==> config.mk <==
export PLATFORM = sky130hd
export DESIGN_NAME = matrix_multiply_engine
export DESIGN_NICKNAME = d
export VERILOG_FILES = /design/src/hw/rtl/mme_pkg.sv /design/src/hw/rtl/matrix_multiply_engine.sv /design/src/hw/rtl/mme_store.sv /design/src/hw/rtl/mme_seq.sv /design/src/hw/rtl/mme_mac.sv
export SDC_FILE = /design/constraint.sdc
export NUM_CORES = 2
export LEC_CHECK = 0
export BUFFER_PORTS_ARGS = -buffer_cell sky130_fd_sc_hd__buf_2
export CAP_MARGIN = 30
export CORE_MARGIN = 2
export CORE_UTILIZATION = 45
export DETAILED_ROUTE_END_ITERATION = 12
export PLACE_DENSITY = 0.57
export SYNTH_ARGS = -nofsm -noshare
export SYNTH_HDL_FRONTEND = slang
export SYNTH_SLANG_ARGS = --single-unit
==> constraint.sdc <==
create_clock -name clk -period 13.5 [get_ports clk]
set_clock_uncertainty 0.15 [all_clocks]
set_input_delay 2.7 -clock clk [delete_from_list [all_inputs] [get_ports clk]]
set_output_delay 2.7 -clock clk [all_outputs]
set_load 0.005 [all_outputs]
==> src/hw/rtl/mme_pkg.sv <==
// ----------------------------------------------------------------------------
// mme_pkg: shared types and constants of the matrix multiply engine
// Sizes, operation and register codes, the sequencer state and the tag that
// travels with each multiply-accumulate step.
// ----------------------------------------------------------------------------
package mme_pkg;

	localparam int MAX_DIM     = 8;
	localparam int ELEM_BITS   = 16;
	localparam int IN_ELEM_BITS = 16;
	localparam int SUM_BITS    = 35;
	localparam int DIM_BITS    = 4;
	localparam int IN_IDX_BITS = 3;
	localparam int CFG_IDX_BITS = 2;
	localparam int CELLS       = MAX_DIM * MAX_DIM;
	localparam int IDX_BITS    = (MAX_DIM > 1) ? $clog2(MAX_DIM) : 1;
	localparam int ADDR_BITS   = (CELLS > 1) ? $clog2(CELLS) : 1;
	localparam int PROD_BITS   = 2 * ELEM_BITS;

	localparam logic [DIM_BITS-1:0] DIM_RESET = 4'd8;

	typedef enum logic [1:0] {
		OP_LOAD_LEFT  = 2'd0,
		OP_LOAD_RIGHT = 2'd1,
		OP_COMPUTE    = 2'd2
	} op_t;

	typedef enum logic [CFG_IDX_BITS-1:0] {
		REG_ROWS_N  = 2'd0,
		REG_INNER_M = 2'd1,
		REG_COLS_L  = 2'd2
	} cfg_reg_t;

	typedef enum logic {
		ST_IDLE = 1'b0,
		ST_RUN  = 1'b1
	} seq_state_t;

	typedef struct packed {
		logic                   first;
		logic                   lastk;
		logic [IN_IDX_BITS-1:0] row;
		logic [IN_IDX_BITS-1:0] col;
		logic                   last_elem;
	} mac_tag_t;

	// Row-major cell address of a MAX_DIM by MAX_DIM store.
	function automatic logic [ADDR_BITS-1:0] cell_addr(
		input logic [IN_IDX_BITS-1:0] r,
		input logic [IN_IDX_BITS-1:0] c
	);
		int sum_v;
		sum_v = int'(r) * MAX_DIM + int'(c);
		return ADDR_BITS'(sum_v);
	endfunction

	// Highest index used for a dimension register: 0 acts as 1, above MAX_DIM as MAX_DIM.
	function automatic logic [IDX_BITS-1:0] dim_last(input logic [DIM_BITS-1:0] v);
		logic [IDX_BITS-1:0] res;
		if (v == '0) begin
			res = '0;
		end else if (v > DIM_BITS'(MAX_DIM)) begin
			res = IDX_BITS'(MAX_DIM - 1);
		end else begin
			res = IDX_BITS'(v - DIM_BITS'(1));
		end
		return res;
	endfunction

	function automatic logic signed [ELEM_BITS-1:0] elem_wrap(
		input logic signed [IN_ELEM_BITS-1:0] e
	);
		return ELEM_BITS'(e);
	endfunction

endpackage

==> src/hw/rtl/matrix_multiply_engine.sv <==
// ----------------------------------------------------------------------------
// matrix_multiply_engine: dense matrix product C = A x B
// Command port: a word is taken when start is high and busy is low.
// operation 0 / 1 writes element into A / B at (row_index, col_index) and
// gives no result; busy stays low, so loads go back to back.
// operation 2 computes C (rows_n by cols_l, inner size inner_m) with one
// shared multiply-accumulate unit, one inner step per cycle; busy is high
// while the product runs and falls in the cycle the last result is shown.
// Results come in row-major order, each on the result ports for exactly one
// cycle with result_strobe high; last marks the final element. The receiver
// cannot stall: results are simply shown. Each inner step passes the store
// read register, the product register and the accumulator, which is
// registered together with result_strobe and the result indices.
// Configuration: cfg_we writes cfg_data into register cfg_index at once
// (0 rows_n, 1 inner_m, 2 cols_l); write it only while the block is idle.
// Reset sets all three dimensions to 8 and the sequencer to idle; the
// element stores are not cleared and must be loaded before use.
// ----------------------------------------------------------------------------
module matrix_multiply_engine (
	input  logic                                    clk,
	input  logic                                    arst_n,
	input  logic                                    start,
	output logic                                    busy,
	input  logic [1:0]                              operation,
	input  logic [mme_pkg::IN_IDX_BITS-1:0]         row_index,
	input  logic [mme_pkg::IN_IDX_BITS-1:0]         col_index,
	input  logic signed [mme_pkg::IN_ELEM_BITS-1:0] element,
	input  logic                                    cfg_we,
	input  logic [mme_pkg::CFG_IDX_BITS-1:0]        cfg_index,
	input  logic [mme_pkg::DIM_BITS-1:0]            cfg_data,
	output logic                                    result_strobe,
	output logic [mme_pkg::IN_IDX_BITS-1:0]         result_row,
	output logic [mme_pkg::IN_IDX_BITS-1:0]         result_col,
	output logic signed [mme_pkg::SUM_BITS-1:0]     sum,
	output logic                                    last
);

	logic [mme_pkg::DIM_BITS-1:0] rows_n_q, inner_m_q, cols_l_q;
	logic                          accept, go, in_range, we_a, we_b;
	logic                          running, pipe_busy, issue;
	mme_pkg::mac_tag_t             tag;
	logic [mme_pkg::ADDR_BITS-1:0] waddr, a_addr, b_addr;
	logic signed [mme_pkg::ELEM_BITS-1:0] wdata, a_word, b_word;
	mme_pkg::op_t                  op;

	always_ff @(posedge clk or negedge arst_n) begin
		if (!arst_n) begin
			rows_n_q  <= mme_pkg::DIM_RESET;
			inner_m_q <= mme_pkg::DIM_RESET;
			cols_l_q  <= mme_pkg::DIM_RESET;
		end else if (cfg_we) begin
			unique case (mme_pkg::cfg_reg_t'(cfg_index))
				mme_pkg::REG_ROWS_N:  rows_n_q  <= cfg_data;
				mme_pkg::REG_INNER_M: inner_m_q <= cfg_data;
				mme_pkg::REG_COLS_L:  cols_l_q  <= cfg_data;
				default: begin
				end
			endcase
		end
	end

	assign op     = mme_pkg::op_t'(operation);
	assign accept = start && !busy;
	assign busy   = running || pipe_busy;

	// Drop loads whose row or column lies outside the store.
	assign in_range = ({1'b0, row_index} < (mme_pkg::IN_IDX_BITS + 1)'(mme_pkg::MAX_DIM))
		&& ({1'b0, col_index} < (mme_pkg::IN_IDX_BITS + 1)'(mme_pkg::MAX_DIM));

	always_comb begin
		we_a = 1'b0;
		we_b = 1'b0;
		go   = 1'b0;
		unique case (op)
			mme_pkg::OP_LOAD_LEFT:  we_a = accept && in_range;
			mme_pkg::OP_LOAD_RIGHT: we_b = accept && in_range;
			mme_pkg::OP_COMPUTE:    go   = accept;
			default: begin
			end
		endcase
	end

	assign waddr = mme_pkg::cell_addr(row_index, col_index);
	assign wdata = mme_pkg::elem_wrap(element);

	mme_store u_left (
		.clk   (clk),
		.we    (we_a),
		.waddr (waddr),
		.wdata (wdata),
		.raddr (a_addr),
		.rdata (a_word)
	);

	mme_store u_right (
		.clk   (clk),
		.we    (we_b),
		.waddr (waddr),
		.wdata (wdata),
		.raddr (b_addr),
		.rdata (b_word)
	);

	mme_seq u_seq (
		.clk     (clk),
		.arst_n  (arst_n),
		.go      (go),
		.rows_n  (rows_n_q),
		.inner_m (inner_m_q),
		.cols_l  (cols_l_q),
		.running (running),
		.issue   (issue),
		.tag     (tag),
		.a_addr  (a_addr),
		.b_addr  (b_addr)
	);

	mme_mac u_mac (
		.clk           (clk),
		.arst_n        (arst_n),
		.issue         (issue),
		.tag           (tag),
		.a_word        (a_word),
		.b_word        (b_word),
		.pipe_busy     (pipe_busy),
		.result_strobe (result_strobe),
		.result_row    (result_row),
		.result_col    (result_col),
		.sum           (sum),
		.last          (last)
	);

endmodule

==> src/hw/rtl/mme_store.sv <==
// ----------------------------------------------------------------------------
// mme_store: element store of one matrix
// One write port and one read port, read data registered; not reset.
// ----------------------------------------------------------------------------
module mme_store (
	input  logic                                  clk,
	input  logic                                  we,
	input  logic [mme_pkg::ADDR_BITS-1:0]         waddr,
	input  logic signed [mme_pkg::ELEM_BITS-1:0]  wdata,
	input  logic [mme_pkg::ADDR_BITS-1:0]         raddr,
	output logic signed [mme_pkg::ELEM_BITS-1:0]  rdata
);

	logic signed [mme_pkg::ELEM_BITS-1:0] mem_q [mme_pkg::CELLS];

	always_ff @(posedge clk) begin
		if (we) begin
			mem_q[waddr] <= wdata;
		end
	end

	always_ff @(posedge clk) begin
		rdata <= mem_q[raddr];
	end

endmodule

==> src/hw/rtl/mme_seq.sv <==
// ----------------------------------------------------------------------------
// mme_seq: product sequencer
// Walks row, column and inner index, one step per cycle, and issues the
// store read addresses with the tag of each multiply-accumulate step.
// ----------------------------------------------------------------------------
module mme_seq (
	input  logic                               clk,
	input  logic                               arst_n,
	input  logic                               go,
	input  logic [mme_pkg::DIM_BITS-1:0]       rows_n,
	input  logic [mme_pkg::DIM_BITS-1:0]       inner_m,
	input  logic [mme_pkg::DIM_BITS-1:0]       cols_l,
	output logic                               running,
	output logic                               issue,
	output mme_pkg::mac_tag_t                  tag,
	output logic [mme_pkg::ADDR_BITS-1:0]      a_addr,
	output logic [mme_pkg::ADDR_BITS-1:0]      b_addr
);

	mme_pkg::seq_state_t state_q, state_d;
	logic [mme_pkg::IDX_BITS-1:0] r_q, c_q, k_q, r_d, c_d, k_d;
	logic [mme_pkg::IDX_BITS-1:0] n_last_q, m_last_q, l_last_q;
	logic lastk, lastc, lastr;

	always_ff @(posedge clk or negedge arst_n) begin
		if (!arst_n) begin
			state_q <= mme_pkg::ST_IDLE;
			r_q     <= '0;
			c_q     <= '0;
			k_q     <= '0;
		end else begin
			state_q <= state_d;
			r_q     <= r_d;
			c_q     <= c_d;
			k_q     <= k_d;
		end
	end

	// Dimensions are frozen for the whole product.
	always_ff @(posedge clk or negedge arst_n) begin
		if (!arst_n) begin
			n_last_q <= '0;
			m_last_q <= '0;
			l_last_q <= '0;
		end else if (go) begin
			n_last_q <= mme_pkg::dim_last(rows_n);
			m_last_q <= mme_pkg::dim_last(inner_m);
			l_last_q <= mme_pkg::dim_last(cols_l);
		end
	end

	assign lastk = (k_q == m_last_q);
	assign lastc = (c_q == l_last_q);
	assign lastr = (r_q == n_last_q);

	always_comb begin
		state_d = state_q;
		r_d     = r_q;
		c_d     = c_q;
		k_d     = k_q;
		issue   = 1'b0;
		unique case (state_q)
			mme_pkg::ST_IDLE: begin
				if (go) begin
					state_d = mme_pkg::ST_RUN;
					r_d     = '0;
					c_d     = '0;
					k_d     = '0;
				end
			end
			mme_pkg::ST_RUN: begin
				issue = 1'b1;
				if (!lastk) begin
					k_d = k_q + 1'b1;
				end else begin
					k_d = '0;
					if (!lastc) begin
						c_d = c_q + 1'b1;
					end else begin
						c_d = '0;
						if (lastr) begin
							state_d = mme_pkg::ST_IDLE;
						end else begin
							r_d = r_q + 1'b1;
						end
					end
				end
			end
			default: begin
				state_d = mme_pkg::ST_IDLE;
			end
		endcase
	end

	assign running       = (state_q == mme_pkg::ST_RUN);
	assign tag.first     = (k_q == '0);
	assign tag.lastk     = lastk;
	assign tag.row       = mme_pkg::IN_IDX_BITS'(r_q);
	assign tag.col       = mme_pkg::IN_IDX_BITS'(c_q);
	assign tag.last_elem = lastr && lastc;

	assign a_addr = mme_pkg::cell_addr(mme_pkg::IN_IDX_BITS'(r_q), mme_pkg::IN_IDX_BITS'(k_q));
	assign b_addr = mme_pkg::cell_addr(mme_pkg::IN_IDX_BITS'(k_q), mme_pkg::IN_IDX_BITS'(c_q));

`ifndef SYNTHESIS
	a_idx_range: assert property (@(posedge clk) disable iff (!arst_n)
		running |-> (k_q <= m_last_q && c_q <= l_last_q && r_q <= n_last_q))
		else $error("sequencer index beyond dimension");

	a_final_step: assert property (@(posedge clk) disable iff (!arst_n)
		issue && tag.lastk && tag.last_elem |=> state_q == mme_pkg::ST_IDLE)
		else $error("sequencer kept running after final step");

	a_start_idle: assert property (@(posedge clk) disable iff (!arst_n)
		$rose(running) |-> (r_q == '0 && c_q == '0 && k_q == '0))
		else $error("product did not start at origin");
`endif

endmodule

==> src/hw/rtl/mme_mac.sv <==
// ----------------------------------------------------------------------------
// mme_mac: shared multiply-accumulate unit
// Registers the product of the two store words, accumulates over the inner
// index and holds each finished element on the result ports for one cycle.
// ----------------------------------------------------------------------------
module mme_mac (
	input  logic                                  clk,
	input  logic                                  arst_n,
	input  logic                                  issue,
	input  mme_pkg::mac_tag_t                     tag,
	input  logic signed [mme_pkg::ELEM_BITS-1:0]  a_word,
	input  logic signed [mme_pkg::ELEM_BITS-1:0]  b_word,
	output logic                                  pipe_busy,
	output logic                                  result_strobe,
	output logic [mme_pkg::IN_IDX_BITS-1:0]       result_row,
	output logic [mme_pkg::IN_IDX_BITS-1:0]       result_col,
	output logic signed [mme_pkg::SUM_BITS-1:0]   sum,
	output logic                                  last
);

	logic                                  v_s1, v_s2;
	mme_pkg::mac_tag_t                     tag_s1, tag_s2;
	logic signed [mme_pkg::PROD_BITS-1:0]  prod_s2;
	logic signed [mme_pkg::SUM_BITS-1:0]   acc_q;
	logic                                  strobe_q;
	logic [mme_pkg::IN_IDX_BITS-1:0]       row_q, col_q;
	logic                                  last_q;

	always_ff @(posedge clk or negedge arst_n) begin
		if (!arst_n) begin
			v_s1     <= 1'b0;
			v_s2     <= 1'b0;
			strobe_q <= 1'b0;
		end else begin
			v_s1     <= issue;
			v_s2     <= v_s1;
			strobe_q <= v_s2 && tag_s2.lastk;
		end
	end

	always_ff @(posedge clk) begin
		tag_s1  <= tag;
		tag_s2  <= tag_s1;
		prod_s2 <= a_word * b_word;
	end

	// Restart on the first inner step, else add; wraps to SUM_BITS.
	always_ff @(posedge clk) begin
		if (v_s2) begin
			if (tag_s2.first) begin
				acc_q <= mme_pkg::SUM_BITS'(prod_s2);
			end else begin
				acc_q <= acc_q + mme_pkg::SUM_BITS'(prod_s2);
			end
		end
		if (v_s2 && tag_s2.lastk) begin
			row_q  <= tag_s2.row;
			col_q  <= tag_s2.col;
			last_q <= tag_s2.last_elem;
		end
	end

	assign pipe_busy     = v_s1 || v_s2;
	assign result_strobe = strobe_q;
	assign result_row    = row_q;
	assign result_col    = col_q;
	assign sum           = acc_q;
	assign last          = last_q;

`ifndef SYNTHESIS
	a_last_alone: assert property (@(posedge clk) disable iff (!arst_n)
		strobe_q && last_q |=> !strobe_q)
		else $error("result word right after final element");

	a_acc_continues: assert property (@(posedge clk) disable iff (!arst_n)
		v_s2 && !tag_s2.first |-> $past(v_s2))
		else $error("accumulation without an element in progress");

	a_no_overlap: assert property (@(posedge clk) disable iff (!arst_n)
		v_s1 && tag_s1.first && v_s2 |-> tag_s2.lastk)
		else $error("new element started before previous one finished");
`endif

endmodule

==> results by group <==
STA
  – Hold Fails Final Rpt: 0
  – Slew Viols, Final: 0
  – Final setup fails: 0
  – Slew @ Worst Pin: 0.9974 ns
  – RSZ-0062 raised after global routing: no
  – Worst slew margin: 0.3351
  – Setup TNS: 0 ns
  – Setup ws final: 6.611 ns
  – Fin crit share: 0.5103
  – Max Fclk: 145.2 MHz
  – Post-layout min period: 6.889 ns

Route
  – Wire per inst: 29.21 um
  – Routed vias/inst: 5.724
  – DR pass1 iterations: 7
  – DRC Markers: 0
  – Remaining antenna violation count: 0
  – WL final: 233,900 um
  – DR vias: 45,840
  – First DRT Iteration DRCs: 5,185

Synth
  – Netlist cell types: 73
  – Seq/Total Area, Yosys: 0.6907
  – Cells after synthesis: 4,730
  – #FFs+latches synth: 2,206
  – Post-synth EDFFs: 2,090
  – Synth warnings: 0
  – Ys flop type: edfxtp_1
  – Post-synthesis async set-or-reset flop share: 0.01541
  – Syn Nets: 5,150
  – Synthesized cell area: 0.09447 sq mm
  – Post-Syn Area per Cell: 19.97 sq um

Finish
  – Fillers: 16,690
  – Most frequent cells in the layout: edfxtp_1 (2,090), mux4_2 (672), inv_1 (337), fa_1 (263), clkbuf_16 (224)
  – Post-route non-filler standard cell count: 8,008
  – Fin nets: 5,430
  – Fraction of layout cells with a size suffix above 1: 0.2556
  – Layout Area Growth over Synthesis: 12.69%
  – Commonest non-fill, non-tap cell in the layout: edfxtp_1

Die
  – FP Rows: 168
  – Die width: 462.2 um
  – Die height: 462.2 um
  – Initial Util: 0.4517
  – Core ar.: 0.2092 sq mm
  – Num ports: 78
  – DIE AREA: 0.2136 sq mm

GRT
  – Gr usage total: 0.2222
  – Largest net degree at the start of global routing: 132
  – GRT Residual Overflow: 0
  – Number of global-route vias before repair: 47,240
  – Initial antenna violation count: 34
  – First-pass GRT wire length: 339,300 um

Worst setup path
  – CP max FO: 16
  – Req. time, crit path: 14.12 ns
  – Worst Setup SP: u_right.rdata[1]
  – R2R cell count: 20
  – Worst reg-to-reg setup slack: 6.61 ns
  – Reg-to-Reg End: u_mac.prod_s2[31]
  – WP data arrival: 7.51 ns
  – Worst r2r src: u_right.rdata[1]
  – Cell with the most instances on the worst path: fa_1
  – Worst Setup Start Kind: register
  – Worst-path cell chain: nand2_1 -> inv_1 -> fa_1 -> fa_1 -> inv_1 -> fa_1 -> fa_1 -> fa_1 -> fa_1 -> inv_1 -> ha_1 -> and4_1 -> and2_1 -> a221oi_1 -> a21oi_1 -> a41o_1 -> o41ai_2 -> o21bai_1 -> a21oi_1 -> xnor2_1
  – Worst Setup End Kind: register
  – Slowest CP cell: fa_1
  – CP peak stage delay: 0.81 ns
  – Crit path kind: reg -> reg
  – CP Capture Point: u_mac.prod_s2[31]

Clock tree
  – CTS Hold Bufs: 0
  – Clk sinks: 2,206
  – Worst skew pair latency: 0.87 ns
  – CTS resizes: 0
  – Postcts setup bufs: 0
  – CTS HTree Levels: 4
  – Clk root buf: clkbuf_16
  – CTS Buffer Depth: 3
  – CTS Buf Count: 221
  – Worst-path clk slew: 0.06 ns
  – TritonCTS clock tree: yes

Status
  – Status: complete, no violations

Hold path
  – HP Class: reg -> reg

Place
  – # port buffers: 77
  – Placed cell count: 7,586
  – HPWL after DPL: 141,900 um
  – DP Worst Slack: 6.609 ns
  – GPL Wtd Cong: 0.8217

Flow run
  – Max-Cap Viols: 0
## metal layers
metal | global-route usage | wire length (um)
met1 | 0.3307 | 104100
met2 | 0.3462 | 110700
met3 | 0.03620 | 14750
met4 | 0.05244 | 4326
met5 | 0 | 74
## critical path, delay by kind of cell, from the launching register on
| kind | cells | cell delay, ns |
|---|---|---|
| adders and majority gates | 7 | 3.65 |
| AOI/OAI and AO/OA | 6 | 1.26 |
| DFF | 1 | 0.71 |
| and+or+nand+nor | 3 | 0.59 |
| buffers and inverters | 3 | 0.33 |
| xor gates and xnor gates | 1 | 0.13 |
## logic make-up (layout without fill, tap and decap cells)
group,Yosys count,count (layout),synth area share
other cells,0,15,0
xor+xnor,70,70,0.006490
mux,685,685,0.1617
compound gates,230,230,0.01609
fa+ha+maj,386,386,0.07202
simple gates,601,601,0.03035
buf+inv,552,1010,0.02258
flops,2206,2206,0.6907
## registers in the layout (all words and copies together), names as in the netlist, 3 cells and up
name and cells:
u_left.mem_q 1024, u_right.mem_q 1024, u_mac.sum 35, u_mac.prod_s2 32, u_left.rdata 16, u_right.rdata 16
u_mac.tag_s1 9, u_mac.tag_s2 9, cols_l_q 4, inner_m_q 4, rows_n_q 4, u_mac.result_col 3
u_mac.result_row 3, u_seq.c_q 3, u_seq.k_q 3, u_seq.l_last_q 3, u_seq.m_last_q 3, u_seq.n_last_q 3
u_seq.r_q 3
## through the flow
stage | cell area (sq um) | hold slack (ns) | utilization
finish | 106500 | 0.1745 | 0.5090
global route | 106400 | 0.1794 | 0.5089
CTS | 106300 | 0.1742 | 0.5083
detailed placement | 99170 | 0.1620 | 0.4742
global placement | 99060 | 0.1609 | 0.4736
floorplan | 94470 | 0.1596 | -
## worst min-delay path by stage
stage	cells past startpoint	startpoint	slack, ns	end
2_1_floorplan	0	u_mac.tag_s1[0]	0.16	u_mac.tag_s2[0]
3_3_place_gp	0	u_mac.tag_s1[4]	0.16	u_mac.tag_s2[4]
3_5_place_dp	0	u_mac.tag_s1[8]	0.16	u_mac.tag_s2[8]
4_1_cts	0	u_mac.tag_s1[1]	0.17	u_mac.tag_s2[1]
5_1_grt	0	u_mac.tag_s1[1]	0.18	u_mac.tag_s2[1]
6_report	0	u_mac.tag_s1[1]	0.17	u_mac.tag_s2[1]
## cell type report
type                       count  area (sq um)  share of cell area
antenna                       15         37.54           0.0003526
inverter                     341          1282             0.01205
multi-input combinational   1972         27190              0.2554
clock inverter               134          1325             0.01245
tap                         2805          3510             0.03297
sequential                  2206         65290              0.6132
timing repair buffer         268          2021             0.01898
clock buffer                 267          5807             0.05455
## Yosys cell counts (34+ instances only)
cell	count	area (sq um)
ha_1	123	1539
a21oi_1	54	270.3
edfxtp_1	2090	62760
dfxtp_1	82	1642
o21ai_0	54	270.3
xnor2_1	51	446.7
and2_1	113	706.9
clkbuf_1	128	480.5
nand2_1	216	810.8
buf_1	34	127.6
nor2_1	160	600.6
inv_1	338	1269
buf_2	49	245.2
fa_1	263	5265
mux4_2	672	15130
Power is left out: the tool's default activity adds up to more than one toggle a clock period on the data nets, which glitch-free logic cannot reach.
